[src/rtl/ttbof_pkg.sv]
// shared types, codes and constants for the think-tag and brace-object framer
// no dependencies; imported by every module of the block
package ttbof_pkg;

  // section size caps, each section stores at most max-1 bytes
  localparam int REASON_MAX = 16384;
  localparam int OBJ_MAX    = 65536;
  localparam int RLEN_W     = 14;
  localparam int OLEN_W     = 16;
  localparam int CNT_W      = 16;

  // bundle queue between front and back, depth is a power of two
  localparam int QDEPTH = 4;
  localparam int QPTR_W = $clog2(QDEPTH);
  localparam int QCNT_W = $clog2(QDEPTH + 1);

  // results one text byte can cause at most
  localparam int MAX_RES = 3;

  // special characters
  localparam logic [7:0] CH_LT     = 8'h3C;
  localparam logic [7:0] CH_LBRACE = 8'h7B;
  localparam logic [7:0] CH_RBRACE = 8'h7D;

  localparam logic [2:0] OPEN_LEN  = 3'd6;
  localparam logic [2:0] CLOSE_LEN = 3'd7;

  typedef enum logic [1:0] {
    TAG_IDLE    = 2'd0,
    TAG_OPENING = 2'd1,
    TAG_BODY    = 2'd2,
    TAG_CLOSING = 2'd3
  } tag_state_t;

  typedef enum logic [2:0] {
    KIND_RSN_BYTE = 3'd0,
    KIND_RSN_END  = 3'd1,
    KIND_OBJ_BYTE = 3'd2,
    KIND_OBJ_END  = 3'd3,
    KIND_OBJ_DROP = 3'd4,
    KIND_RSN_DROP = 3'd5
  } kind_t;

  typedef enum logic {
    FUNC_TEXT  = 1'b0,
    FUNC_FLUSH = 1'b1
  } func_t;

  // input beat
  typedef struct packed {
    logic       func;
    logic [7:0] data_byte;
    logic       token_last;
  } in_item_t;

  // result beat
  typedef struct packed {
    logic [2:0]       kind;
    logic [7:0]       out_byte;
    logic [CNT_W-1:0] byte_count;
    logic             last;
  } out_item_t;

  // one result inside a bundle
  typedef struct packed {
    kind_t            kind;
    logic [7:0]       data;
    logic [CNT_W-1:0] cnt;
  } slot_t;

  // all results of one input beat
  typedef struct packed {
    logic [1:0]          n;
    slot_t [MAX_RES-1:0] res;
  } bundle_t;

  // "think>" after the opening '<'
  function automatic logic [7:0] open_char(input logic [2:0] pos);
    logic [7:0] c;
    unique case (pos)
      3'd0:    c = 8'h74;
      3'd1:    c = 8'h68;
      3'd2:    c = 8'h69;
      3'd3:    c = 8'h6E;
      3'd4:    c = 8'h6B;
      3'd5:    c = 8'h3E;
      default: c = 8'h00;
    endcase
    return c;
  endfunction

  // "/think>" after the closing '<'
  function automatic logic [7:0] close_char(input logic [2:0] pos);
    logic [7:0] c;
    unique case (pos)
      3'd0:    c = 8'h2F;
      3'd1:    c = 8'h74;
      3'd2:    c = 8'h68;
      3'd3:    c = 8'h69;
      3'd4:    c = 8'h6E;
      3'd5:    c = 8'h6B;
      3'd6:    c = 8'h3E;
      default: c = 8'h00;
    endcase
    return c;
  endfunction

endpackage

[src/rtl/ttbof_front.sv]
// front end: tag matcher and brace framer, one input beat per cycle while the queue has room
// depends on ttbof_pkg; produces one result bundle for the queue per beat that gives results
module ttbof_front
  import ttbof_pkg::*;
(
  input  logic     clk,
  input  logic     rst,
  input  logic     push,
  output logic     full,
  input  in_item_t item,
  output logic     q_push,
  input  logic     q_full,
  output bundle_t  q_data
);

  // framer state kept together
  typedef struct packed {
    logic              in_obj;
    logic [CNT_W-1:0]  depth;
    logic [OLEN_W-1:0] olen;
    logic              skip;
  } frame_st_t;

  typedef struct packed {
    frame_st_t        st;
    logic             emit;
    logic             close;
    logic [CNT_W-1:0] cnt;
  } frame_out_t;

  tag_state_t        tstate, tstate_next;
  logic [2:0]        tpos, tpos_next;
  logic [RLEN_W-1:0] rlen, rlen_next;
  frame_st_t         frame, frame_next;
  bundle_t           bundle;
  logic              accept;

  // one byte through the brace framer
  function automatic frame_out_t frame_apply(input frame_st_t st, input logic [7:0] c);
    frame_out_t r;
    r       = '0;
    r.st    = st;
    if (!st.in_obj) begin
      if (c == CH_LBRACE) begin
        r.st.in_obj = 1'b1;
        r.st.depth  = CNT_W'(1);
        r.st.olen   = OLEN_W'(1);
        r.emit      = 1'b1;
      end
    end else begin
      if (c == CH_LBRACE) begin
        if (st.depth != {CNT_W{1'b1}}) r.st.depth = st.depth + CNT_W'(1);
      end else if (c == CH_RBRACE) begin
        if (st.depth != '0) r.st.depth = st.depth - CNT_W'(1);
      end
      if ({1'b0, st.olen} < (OLEN_W + 1)'(OBJ_MAX - 1)) begin
        r.emit    = 1'b1;
        r.st.olen = st.olen + OLEN_W'(1);
      end
      if (r.st.depth == '0) begin
        r.close     = 1'b1;
        r.cnt       = CNT_W'(r.st.olen);
        r.st.in_obj = 1'b0;
        r.st.olen   = '0;
        r.st.skip   = 1'b1;
      end
    end
    return r;
  endfunction

  // append one result to a bundle
  function automatic bundle_t add_res(input bundle_t b, input kind_t k,
                                      input logic [7:0] d, input logic [CNT_W-1:0] c);
    bundle_t r;
    slot_t   s;
    r      = b;
    s.kind = k;
    s.data = d;
    s.cnt  = c;
    unique case (b.n)
      2'd0:    r.res[0] = s;
      2'd1:    r.res[1] = s;
      2'd2:    r.res[2] = s;
      default: ;
    endcase
    if (b.n != 2'd3) r.n = b.n + 2'd1;
    return r;
  endfunction

  // append what the framer gave for byte c
  function automatic bundle_t add_frame(input bundle_t b, input frame_out_t f,
                                        input logic [7:0] c);
    bundle_t r;
    r = b;
    if (f.emit)  r = add_res(r, KIND_OBJ_BYTE, c, '0);
    if (f.close) r = add_res(r, KIND_OBJ_END, 8'h00, f.cnt);
    return r;
  endfunction

  assign full   = q_full;
  assign accept = push && !q_full;
  assign q_push = accept && (bundle.n != 2'd0);
  assign q_data = bundle;

  // state registers
  always_ff @(posedge clk) begin
    if (rst) begin
      tstate <= TAG_IDLE;
      tpos   <= '0;
      rlen   <= '0;
      frame  <= '0;
    end else if (accept) begin
      tstate <= tstate_next;
      tpos   <= tpos_next;
      rlen   <= rlen_next;
      frame  <= frame_next;
    end
  end

  // next state and result bundle
  always_comb begin
    frame_out_t fr1;
    frame_out_t fr2;
    logic [7:0] c;
    c           = item.data_byte;
    fr1         = '0;
    fr2         = '0;
    tstate_next = tstate;
    tpos_next   = tpos;
    rlen_next   = rlen;
    frame_next  = frame;
    bundle      = '0;

    if (item.func == FUNC_FLUSH) begin
      if (frame.in_obj) bundle = add_res(bundle, KIND_OBJ_DROP, 8'h00, CNT_W'(frame.olen));
      if (tstate == TAG_BODY || tstate == TAG_CLOSING)
        bundle = add_res(bundle, KIND_RSN_DROP, 8'h00, CNT_W'(rlen));
      tstate_next = TAG_IDLE;
      tpos_next   = '0;
      rlen_next   = '0;
      frame_next  = '0;
    end else if (!frame.skip) begin
      unique case (tstate)
        TAG_IDLE: begin
          if (c == CH_LT) begin
            tstate_next = TAG_OPENING;
            tpos_next   = '0;
          end else begin
            fr1        = frame_apply(frame, c);
            frame_next = fr1.st;
            bundle     = add_frame(bundle, fr1, c);
          end
        end
        TAG_OPENING: begin
          if (tpos < OPEN_LEN && c == open_char(tpos)) begin
            tpos_next = tpos + 3'd1;
            if (tpos + 3'd1 == OPEN_LEN) begin
              tstate_next = TAG_BODY;
              tpos_next   = '0;
              rlen_next   = '0;
            end
          end else begin
            // held '<' goes to the framer, then this byte
            tstate_next = TAG_IDLE;
            tpos_next   = '0;
            fr1         = frame_apply(frame, CH_LT);
            bundle      = add_frame(bundle, fr1, CH_LT);
            fr2         = frame_apply(fr1.st, c);
            bundle      = add_frame(bundle, fr2, c);
            frame_next  = fr2.st;
          end
        end
        TAG_BODY: begin
          if (c == CH_LT) begin
            tstate_next = TAG_CLOSING;
            tpos_next   = '0;
          end else if ({1'b0, rlen} < (RLEN_W + 1)'(REASON_MAX - 1)) begin
            bundle    = add_res(bundle, KIND_RSN_BYTE, c, '0);
            rlen_next = rlen + RLEN_W'(1);
          end
        end
        TAG_CLOSING: begin
          if (tpos < CLOSE_LEN && c == close_char(tpos)) begin
            tpos_next = tpos + 3'd1;
            if (tpos + 3'd1 == CLOSE_LEN) begin
              bundle      = add_res(bundle, KIND_RSN_END, 8'h00, CNT_W'(rlen));
              tstate_next = TAG_IDLE;
              tpos_next   = '0;
              rlen_next   = '0;
            end
          end else begin
            // the '<' was reasoning text after all
            tstate_next = TAG_BODY;
            tpos_next   = '0;
            if ({1'b0, rlen} < (RLEN_W + 1)'(REASON_MAX - 1)) begin
              bundle    = add_res(bundle, KIND_RSN_BYTE, CH_LT, '0);
              rlen_next = rlen + RLEN_W'(1);
            end
            if (c == CH_LT) begin
              tstate_next = TAG_CLOSING;
            end else if ({1'b0, rlen_next} < (RLEN_W + 1)'(REASON_MAX - 1)) begin
              bundle    = add_res(bundle, KIND_RSN_BYTE, c, '0);
              rlen_next = rlen_next + RLEN_W'(1);
            end
          end
        end
        default: ;
      endcase
    end

    if (item.func == FUNC_TEXT && item.token_last) frame_next.skip = 1'b0;
  end

`ifndef SYNTHESIS
  a_depth_open: assert property (@(posedge clk) disable iff (rst)
    frame.in_obj |-> frame.depth != '0)
    else $error("open object with zero brace depth");
  a_closed_len: assert property (@(posedge clk) disable iff (rst)
    !frame.in_obj |-> frame.olen == '0)
    else $error("object length kept after close");
  a_tag_pos: assert property (@(posedge clk) disable iff (rst)
    (tstate == TAG_OPENING |-> tpos < OPEN_LEN) and
    (tstate == TAG_CLOSING |-> tpos < CLOSE_LEN))
    else $error("tag position past end of tag");
`endif

endmodule

[src/rtl/ttbof_queue.sv]
// short bundle queue between the front and back ends
// depends on ttbof_pkg; flop array with read and write pointers
module ttbof_queue
  import ttbof_pkg::*;
(
  input  logic    clk,
  input  logic    rst,
  input  logic    push,
  input  bundle_t wdata,
  output logic    full,
  input  logic    pop,
  output bundle_t head,
  output logic    empty
);

  bundle_t           mem [QDEPTH];
  logic [QPTR_W-1:0] wr, rd;
  logic [QCNT_W-1:0] cnt;

  assign full  = (cnt == QCNT_W'(QDEPTH));
  assign empty = (cnt == '0);
  assign head  = mem[rd];

  // storage
  always_ff @(posedge clk) begin
    if (push && !full) mem[wr] <= wdata;
  end

  // pointers and fill count
  always_ff @(posedge clk) begin
    if (rst) begin
      wr  <= '0;
      rd  <= '0;
      cnt <= '0;
    end else begin
      if (push && !full) wr <= wr + QPTR_W'(1);
      if (pop && !empty) rd <= rd + QPTR_W'(1);
      unique case ({push && !full, pop && !empty})
        2'b10:   cnt <= cnt + QCNT_W'(1);
        2'b01:   cnt <= cnt - QCNT_W'(1);
        default: ;
      endcase
    end
  end

`ifndef SYNTHESIS
  a_no_overfill: assert property (@(posedge clk) disable iff (rst)
    push |-> !full)
    else $error("bundle pushed into full queue");
  a_nonempty_bundle: assert property (@(posedge clk) disable iff (rst)
    push |-> wdata.n != 2'd0)
    else $error("empty bundle queued");
  a_ptr_match: assert property (@(posedge clk) disable iff (rst)
    (empty || full) |-> wr == rd)
    else $error("pointers disagree with fill count");
`endif

endmodule

[src/rtl/ttbof_back.sv]
// back end: splits bundles into single result beats behind an output register
// depends on ttbof_pkg; pops the bundle queue as it loads the bundle's final result
module ttbof_back
  import ttbof_pkg::*;
(
  input  logic      clk,
  input  logic      rst,
  input  logic      q_empty,
  input  bundle_t   q_head,
  output logic      q_pop,
  output logic      empty,
  input  logic      pop,
  output out_item_t result
);

  logic      out_valid;
  out_item_t out_reg;
  logic [1:0] idx;
  logic      load;
  logic      head_last;
  slot_t     cur;

  assign load      = !out_valid || pop;
  assign head_last = (idx == q_head.n - 2'd1);
  assign q_pop     = load && !q_empty && head_last;
  assign empty     = !out_valid;
  assign result    = out_reg;

  // pick the current slot of the head bundle
  always_comb begin
    unique case (idx)
      2'd0:    cur = q_head.res[0];
      2'd1:    cur = q_head.res[1];
      2'd2:    cur = q_head.res[2];
      default: cur = '0;
    endcase
  end

  // output register and slot index
  always_ff @(posedge clk) begin
    if (rst) begin
      out_valid <= 1'b0;
      idx       <= '0;
    end else if (load) begin
      out_valid <= !q_empty;
      if (!q_empty) idx <= head_last ? 2'd0 : idx + 2'd1;
    end
  end

  always_ff @(posedge clk) begin
    if (load && !q_empty) begin
      out_reg.kind       <= cur.kind;
      out_reg.out_byte   <= cur.data;
      out_reg.byte_count <= cur.cnt;
      out_reg.last       <= head_last;
    end
  end

`ifndef SYNTHESIS
  a_idx_needs_head: assert property (@(posedge clk) disable iff (rst)
    idx != 2'd0 |-> !q_empty)
    else $error("slot index set with no bundle waiting");
  a_idx_in_bundle: assert property (@(posedge clk) disable iff (rst)
    !q_empty |-> idx < q_head.n)
    else $error("slot index beyond bundle size");
  a_pop_on_last: assert property (@(posedge clk) disable iff (rst)
    q_pop |=> out_valid && out_reg.last)
    else $error("bundle popped without final beat");
`endif

endmodule

[src/rtl/think_tag_and_brace_object_framer_top.sv]
// top level of the think-tag and brace-object framer
// depends on ttbof_pkg, ttbof_front, ttbof_queue and ttbof_back
//
//   channel   handshake        payload      direction
//   input     push / full      item         text and flush beats in
//   result    empty / pop      result       reasoning and object beats out
//
// one input beat per cycle while the bundle queue has room; each beat gives
// zero to three results, and while results are popped the back end drains one result per cycle
// a beat with several results holds back input only once the four-bundle
// queue between front and back fills
// reset (rst, synchronous) clears parser state, queue pointers and output valid
module think_tag_and_brace_object_framer_top
  import ttbof_pkg::*;
(
  input  logic      clk,
  input  logic      rst,
  input  logic      push,
  output logic      full,
  input  in_item_t  item,
  output logic      empty,
  input  logic      pop,
  output out_item_t result
);

  logic    q_push, q_full, q_pop, q_empty;
  bundle_t q_wdata, q_head;

  // parser front end
  ttbof_front u_front (
    .clk    (clk),
    .rst    (rst),
    .push   (push),
    .full   (full),
    .item   (item),
    .q_push (q_push),
    .q_full (q_full),
    .q_data (q_wdata)
  );

  // bundle queue
  ttbof_queue u_queue (
    .clk   (clk),
    .rst   (rst),
    .push  (q_push),
    .wdata (q_wdata),
    .full  (q_full),
    .pop   (q_pop),
    .head  (q_head),
    .empty (q_empty)
  );

  // result serializer
  ttbof_back u_back (
    .clk     (clk),
    .rst     (rst),
    .q_empty (q_empty),
    .q_head  (q_head),
    .q_pop   (q_pop),
    .empty   (empty),
    .pop     (pop),
    .result  (result)
  );

endmodule

[config.mk]
export PLATFORM = sky130hd
export DESIGN_NAME = think_tag_and_brace_object_framer_top
export DESIGN_NICKNAME = d
export VERILOG_FILES = /design/src/rtl/ttbof_pkg.sv /design/src/rtl/ttbof_front.sv /design/src/rtl/ttbof_queue.sv /design/src/rtl/ttbof_back.sv /design/src/rtl/think_tag_and_brace_object_framer_top.sv
export SDC_FILE = /design/constraint.sdc
export NUM_CORES = 1
export LEC_CHECK = 0
export BUFFER_PORTS_ARGS = -buffer_cell sky130_fd_sc_hd__buf_4
export CAP_MARGIN = 10
export CORE_MARGIN = 10
export CORE_UTILIZATION = 35
export CTS_CLUSTER_DIAMETER = 50
export CTS_CLUSTER_SIZE = 16
export DETAILED_ROUTE_END_ITERATION = 8
export HOLD_SLACK_MARGIN = 0.15
export PLACE_DENSITY = 0.48
export SYNTH_ARGS = -nofsm -noshare
export SYNTH_HDL_FRONTEND = slang
export SYNTH_HIERARCHICAL = 1
export SYNTH_SLANG_ARGS = --single-unit
[constraint.sdc]
create_clock -name clk -period 19.4 [get_ports clk]
set_input_delay 3.88 -clock clk [delete_from_list [all_inputs] [get_ports clk]]
set_output_delay 3.88 -clock clk [all_outputs]
set_load 0.03 [all_outputs]
* After elaboration in Yosys (flattened, before gate mapping)
Memory sizes are Yosys's and may differ from the RTL's. A register that Yosys moved wholly into a read port is not among the register bits.
Index checks and enable logic that the tools add are counted.
W data, S select, Z words.
** Storage, ports and cells
- Flip-flop bits (word level) :: 91
- Bits in writable memories :: 332
- Bits of input ports :: 14
- Output and inout bits :: 30
- Logic and storage cells :: 321
- Memories kept :: 1
** Memory list
- u_queue.mem :: words 4, width 83, rd ports 1, clocked after memory_dff 1, wr ports 1, RTL line ttbof_queue.sv:16 : bundle_t mem [QDEPTH];
** Operators by class
- Add/subtract/negate cells :: 19
- Magnitude comparators :: 6
- Equal/unequal tests :: 54
- Multiplexer cells :: 183
- Bitwise logic cells :: 2
- Reduce and logical (&&, ||, !) cells :: 40
** Operators with widths (count)
- $mux W83 :: 34
- $mux W82 :: 6
- $mux W27 :: 18
- $pmux W83 S4 :: 1
- $mux W17 :: 16
- $mux W16 :: 16
- $mux W14 :: 14
- $mux W35 :: 5
- $mux W34 :: 4
- $mux W33 :: 4
- $pmux W27 S3 :: 1
- $pmux W34 S2 :: 1
- $pmux W7 S7 :: 1
- $add A16 B1 Y16 const B :: 3
- $logic_not A16 Y1 :: 3
- $mux W8 :: 6
- $pmux W14 S3 :: 1
- $pmux W7 S6 :: 1
- $mux W2 :: 17
- $lt A16 B16 Y1 const B :: 2
- $add A14 B1 Y14 const B :: 2
- $lt A14 B14 Y1 const B :: 2
- $mux W1 :: 27
- $mux W3 :: 7
- 41 further kinds :: 112

* Logic depth before layout (Yosys ltp)
- Depth after elaboration :: 42
- Depth in mapped cells :: 28
- Depth with buffers taken out :: 27

* Hierarchy
The synthesis kept the hierarchy.
** Modules (own cells, without submodules)
- ttbof_queue :: instances 1, cells each 487, area an instance 12448.2 um^2, seq. area each 10149.7 um^2
- ttbof_front :: instances 1, cells each 1314, area an instance 8543.2 um^2, seq. area each 1061.0 um^2
- ttbof_back :: instances 1, cells each 118, area an instance 1525.2 um^2, seq. area each 900.9 um^2

* Worst setup path after synthesis
No wires, ideal clock.
- Path type :: input -> register
- Start :: in item[5] (netlist bit)
- End :: mem u_queue/mem[0][0] (netlist bit) (enable)
- Setup time :: 0.451 ns
- Arrival :: 9.082 ns
- Data required time :: 18.949 ns
- Setup slack :: 9.868 ns
- Stages on the path :: 21
- Buffers on the path :: 2
- Path through :: buf_2 nand4b_1 nor3_1 and4_1 clkbuf_1 nand4_1 and3_1 nor3_1 nand4_1 inv_1 ha_1 nand2_1 nand2_1 and3_1 nand2_1 a21oi_1 a31o_2 o41a_1 inv_1 nor2_1 and2_1
** On the way
- Word-level cells in the longest chain between the ends :: 25
- Elaborated cells between the ends (all ways) :: 75
- Those cells by class :: add/sub (2); eq/ne (7); mux (59); reduce/logical (7)
** RTL lines
- from (decl) :: RTL line think_tag_and_brace_object_framer_top.sv:20 : input in_item_t item,
- $eq A8 B7 Y1 :: RTL line ttbof_front.sv:53 : end else if (c == CH_RBRACE) begin
- $mux W16 :: RTL line ttbof_front.sv:53
- $mux W16 :: RTL line ttbof_front.sv:51 : if (c == CH_LBRACE) begin
- $mux W16 :: RTL line ttbof_front.sv:43 : if (!st.in_obj) begin
- $mux W16 (on tied branches) :: RTL line ttbof_front.sv:155, ttbof_front.sv:145
- $mux W16 :: RTL line ttbof_front.sv:143 : unique case (tstate)
- $mux W16 :: RTL line ttbof_front.sv:142 : end else if (!frame.skip) begin
- $mux W16 :: RTL line ttbof_front.sv:134 : if (item.func == FUNC_FLUSH) begin
- [10 not listed]
- $mux W83 (*) :: RTL line ttbof_front.sv:142
- $mux W83 (*) :: RTL line ttbof_front.sv:134
- $reduce_bool A2 Y1 (*) :: RTL line ttbof_front.sv:102 : assign q_push = accept && (bundle.n != 2'd0);
- $logic_and A1 B1 Y1 (*) :: RTL line ttbof_front.sv:102
- via q_push :: RTL line think_tag_and_brace_object_framer_top.sv:26 : logic q_push, q_full, q_pop, q_empty;
- $logic_and A1 B1 Y1 (*) :: RTL line ttbof_queue.sv:26 : if (push && !full) mem[wr] <= wdata;
- $mux W1 (*) :: RTL line ttbof_queue.sv:26
- $mux W1 (not written as such) (*) :: RTL line ttbof_queue.sv:26
- to (decl) :: RTL line ttbof_queue.sv:16
The timed path passes the listed nets; every way through them passes the cells marked *. The select of a mux whose other input is x is not followed.

* Final worst setup path
- Start :: in item[8] (netlist bit)
- End :: mem u_queue/mem[3][65] (netlist bit) (enable)
The elaborated chain is that of the path after synthesis.

==> key figures <==
Worst setup path
  • Crit Path Category: input pin to flip-flop
  • Critical-path maximum fanout: 50
  • CP endpoint kind: flip-flop
  • Critical path buffers and inverters: 3
  • R2R Setup Slk: around 12 ns
  • CP required: between 15 and 20 ns
  • Max incr delay on CP: approximately 0.76 ns
  • Arr. time, crit path: just under 10 ns
  • Worst setup SP type: input pin
  • CP delay by family, top: simple AND/OR/NAND/NOR gates
  • Slowest-stage cell, CP: nor3_1
  • Critical path, cell by cell: buf_4 -> nand4b_1 -> nor3_1 -> and4_1 -> nand4_1 -> and3_1 -> nor3_1 -> nand3_2 -> nor2_1 -> and3_1 -> o41a_1 -> inv_1 -> nor2_1 -> and2_4 -> buf_4

Floorplan
  • Initial core utilization: 35.50%
  • # rows: a little over 90
  • IO Pins: 44
  • Die H: between 200 and 300 um
  • Die Width: roughly 270 um
  • Die area: 74880 um2
  • Core Box Area: 63430 um2

Route
  • WL/cell: around 24 um
  • Drt pass-1 iters: 6
  • Via Count: 16628
  • Routed wl met3: around 4.8 mm
  • Met1 Wirelength: between 30 and 40 mm
  • Post-route ant nets: 0
  • Post-DR vias/cell: just under 6
  • Post-route DRC violation count: 0
  • Total length of routed met2 wires: approximately 30 mm
  • Top Metal Used: met4
  • Initial DRC count: 1742
  • Routed WL: between 60 and 70 mm

Synth
  • Register bit total from synthesis: ~430
  • Post-synth cell types: approximately 100
  • Sequential share of the synthesized area: a little over half
  • Cells after synthesis: between 1500 and 2000
  • Post-synth top cells: edfxtp_1, nor2_1, nand2_1, a21oi_1, o21ai_0
  • Leading area contributor after synthesis: edfxtp_1
  • Asr flop ratio synth: 0%
  • Synth Cell Area: ~23000 um2
  • Total of warnings raised by yosys: 6
  • Post-synth EDFFs: between 300 and 400
  • Post-synth top area share: between 40% and 50%
  • Leading cell type by number of instances after synthesis: edfxtp_1
  • Net Count, Synth: 1970
  • Dominant synthesized flop cell: edfxtp_1
  • Avg Cell Area, Syn: between 10 and 15 um2
  • Top post-synthesis cells by area: edfxtp_1, mux4_2, dfxtp_1

CTS
  • Clk buf depth: 3
  • Setup Buffers After CTS: 0
  • H-tree depth: 2
  • Sink Count: 425
  • Clk_lat worst skew: between 0.6 and 0.7 ns
  • Cts repair resizes: 0
  • Hold Buf Count CTS: 0
  • Inserted Clock Buffers: 52
  • Clock-pin slew on the worst setup and hold paths: 0.06 ns
  • Clock root cell: clkbuf_16
  • CTS tree: built

Power
  • Leakage power total: between 8 and 9 nW
  • Peak supply drop: roughly 0.057 mV
  • Pwr per Cell Area: around 80 nW/um2

STA
  • Worst clock skew: about 0.03 ns
  • Fin crit share: 48.74%
  • Max Slew Vio Count: 0
  • Worst Max-Slew Pin Slew: around 1.2 ns
  • Max Freq: 0.1058 GHz
  • Setup violators final: 0
  • Setup TNS Final: 0 ns
  • Fin worst setup slack: 9.945 ns
  • Slew HR: 16.93%
  • Tmin final: around 9.5 ns
  • Unrepaired setup endpoints after global routing: no
  • Final Hold Vio Count: 0

Finish
  • # diodes: 0
  • Fraction of layout cells with a size suffix above 1: approximately 16%
  • # nets final: between 1500 and 2000
  • Area Growth Syn to Fin: 12.48%

Placed design
  • Detail Placement HPWL: about 46 mm
  • IO buf count: 43
  • GP Congestion: approximately 0.9
  • Dpl ws: between 9 and 10 ns

GRT
  • Largest net degree at the start of global routing: 55
  • Vias in the first global route: approximately 16000
  • First-pass GRT wire length: roughly 100 mm
  • Remaining Overflow, GRT: 0
  • Initial antenna violation count: 1
  • Global Route Usage Sum: 17.81%

Run
  • Max cap viols: 0

Worst hold path
  • Worst min-delay path class: flip-flop to flip-flop

Status
  • Status: complete, no violations
-- state kept, by name, summed over array words and instances (netlist names), named ones only --
| signal | cells |
|---|---|
| u_queue/cnt | 3 |
| u_front/tpos | 3 |
| u_front/rlen | 14 |
| u_front/frame | 34 |
| u_back/idx | 2 |
| u_queue/rd | 2 |
| u_back/result | 28 |
| u_queue/mem | 332 |
| u_queue/wr | 2 |
| u_back/out_valid | 1 |
| u_front/tstate | 2 |
-- logic make-up after synthesis --
| kind of cell | count (synthesis) | share of synthesized area [%] |
|---|---|---|
| flip-flops | 425 | 53.79 |
| XOR/XNOR | 43 | 1.706 |
| buffers and inverters | 188 | 3.890 |
| other | 1 | 0.01665 |
| AO/OA/AOI/OAI | 452 | 13.59 |
| multiplexers | 101 | 9.208 |
| adder cells (fa/ha/maj) | 37 | 2.089 |
| AND/OR/NAND/NOR | 672 | 15.71 |
-- layer usage --
metal / up-vias / GRT usage [%]
li1: 7524 / -
met1: 8345 / 25.09
met3: 141 / 3.109
met4: 0 / 6.470
met5: - / 0
met2: 618 / 27.07
-- through the flow --
step	cell area (um2)	util [%]	instances	total power [mW]	hold slack, ns
2_1_floorplan	22520	-	1919	1.045	0.4591
3_3_place_gp	23510	37.07	2702	1.067	0.4730
3_5_place_dp	23510	37.07	2702	1.067	0.4996
4_1_cts	25330	39.93	2798	2.061	0.5091
5_1_grt	25330	39.93	2798	2.101	0.5497
6_report	25330	39.93	2798	2.032	0.5111
-- cells in the final DEF, fill, tap and decap left out, types with 36 or more instances in the layout --
cell,instances
a21oi_1,128
and3_1,37
buf_4,80
clkbuf_16,52
dfxtp_1,63
edfxtp_1,360
ha_1,36
inv_1,43
mux4_2,83
nand2_1,133
nand3_1,68
nor2_1,160
nor3_1,59
o21ai_0,95
-- final timing paths --
kind,start,to,depth (start not counted)
min,u_queue/rd[1],flip-flop,2
max reg2reg,u_front/frame[1],u_queue/mem[3][65],17
max,item[8],u_queue/mem[3][65],15
min reg2reg,u_queue/rd[1],flip-flop,2
-- power by group --
group | switching [mW] | total, mW | internal, mW
sequential | 0.00243 | 0.989 | 0.986
combinational | 0.0414 | 0.0584 | 0.0170
clock | 0.447 | 0.984 | 0.537
total | 0.491 | 2.03 | 1.54
-- tightest hold or removal path, delay by kind of cell, from the launching register on --
| kind | cells | cell delay (ns) |
|---|---|---|
| DFF | 1 | 0.31 |
| AOI/OAI and AO/OA | 2 | 0.15 |
-- final cells by class --
class / instances / area [um2]
fill: 6012 / 38100
tap: 846 / 1059
inverter: 45 / 168.9
sequential: 425 / 12120
multi-input combinational: 1306 / 9563
clock buffer: 54 / 1309
clock inverter: 42 / 508.0
timing repair buffer: 80 / 600.6
Note: power is estimated with default switching activity, not from simulation.
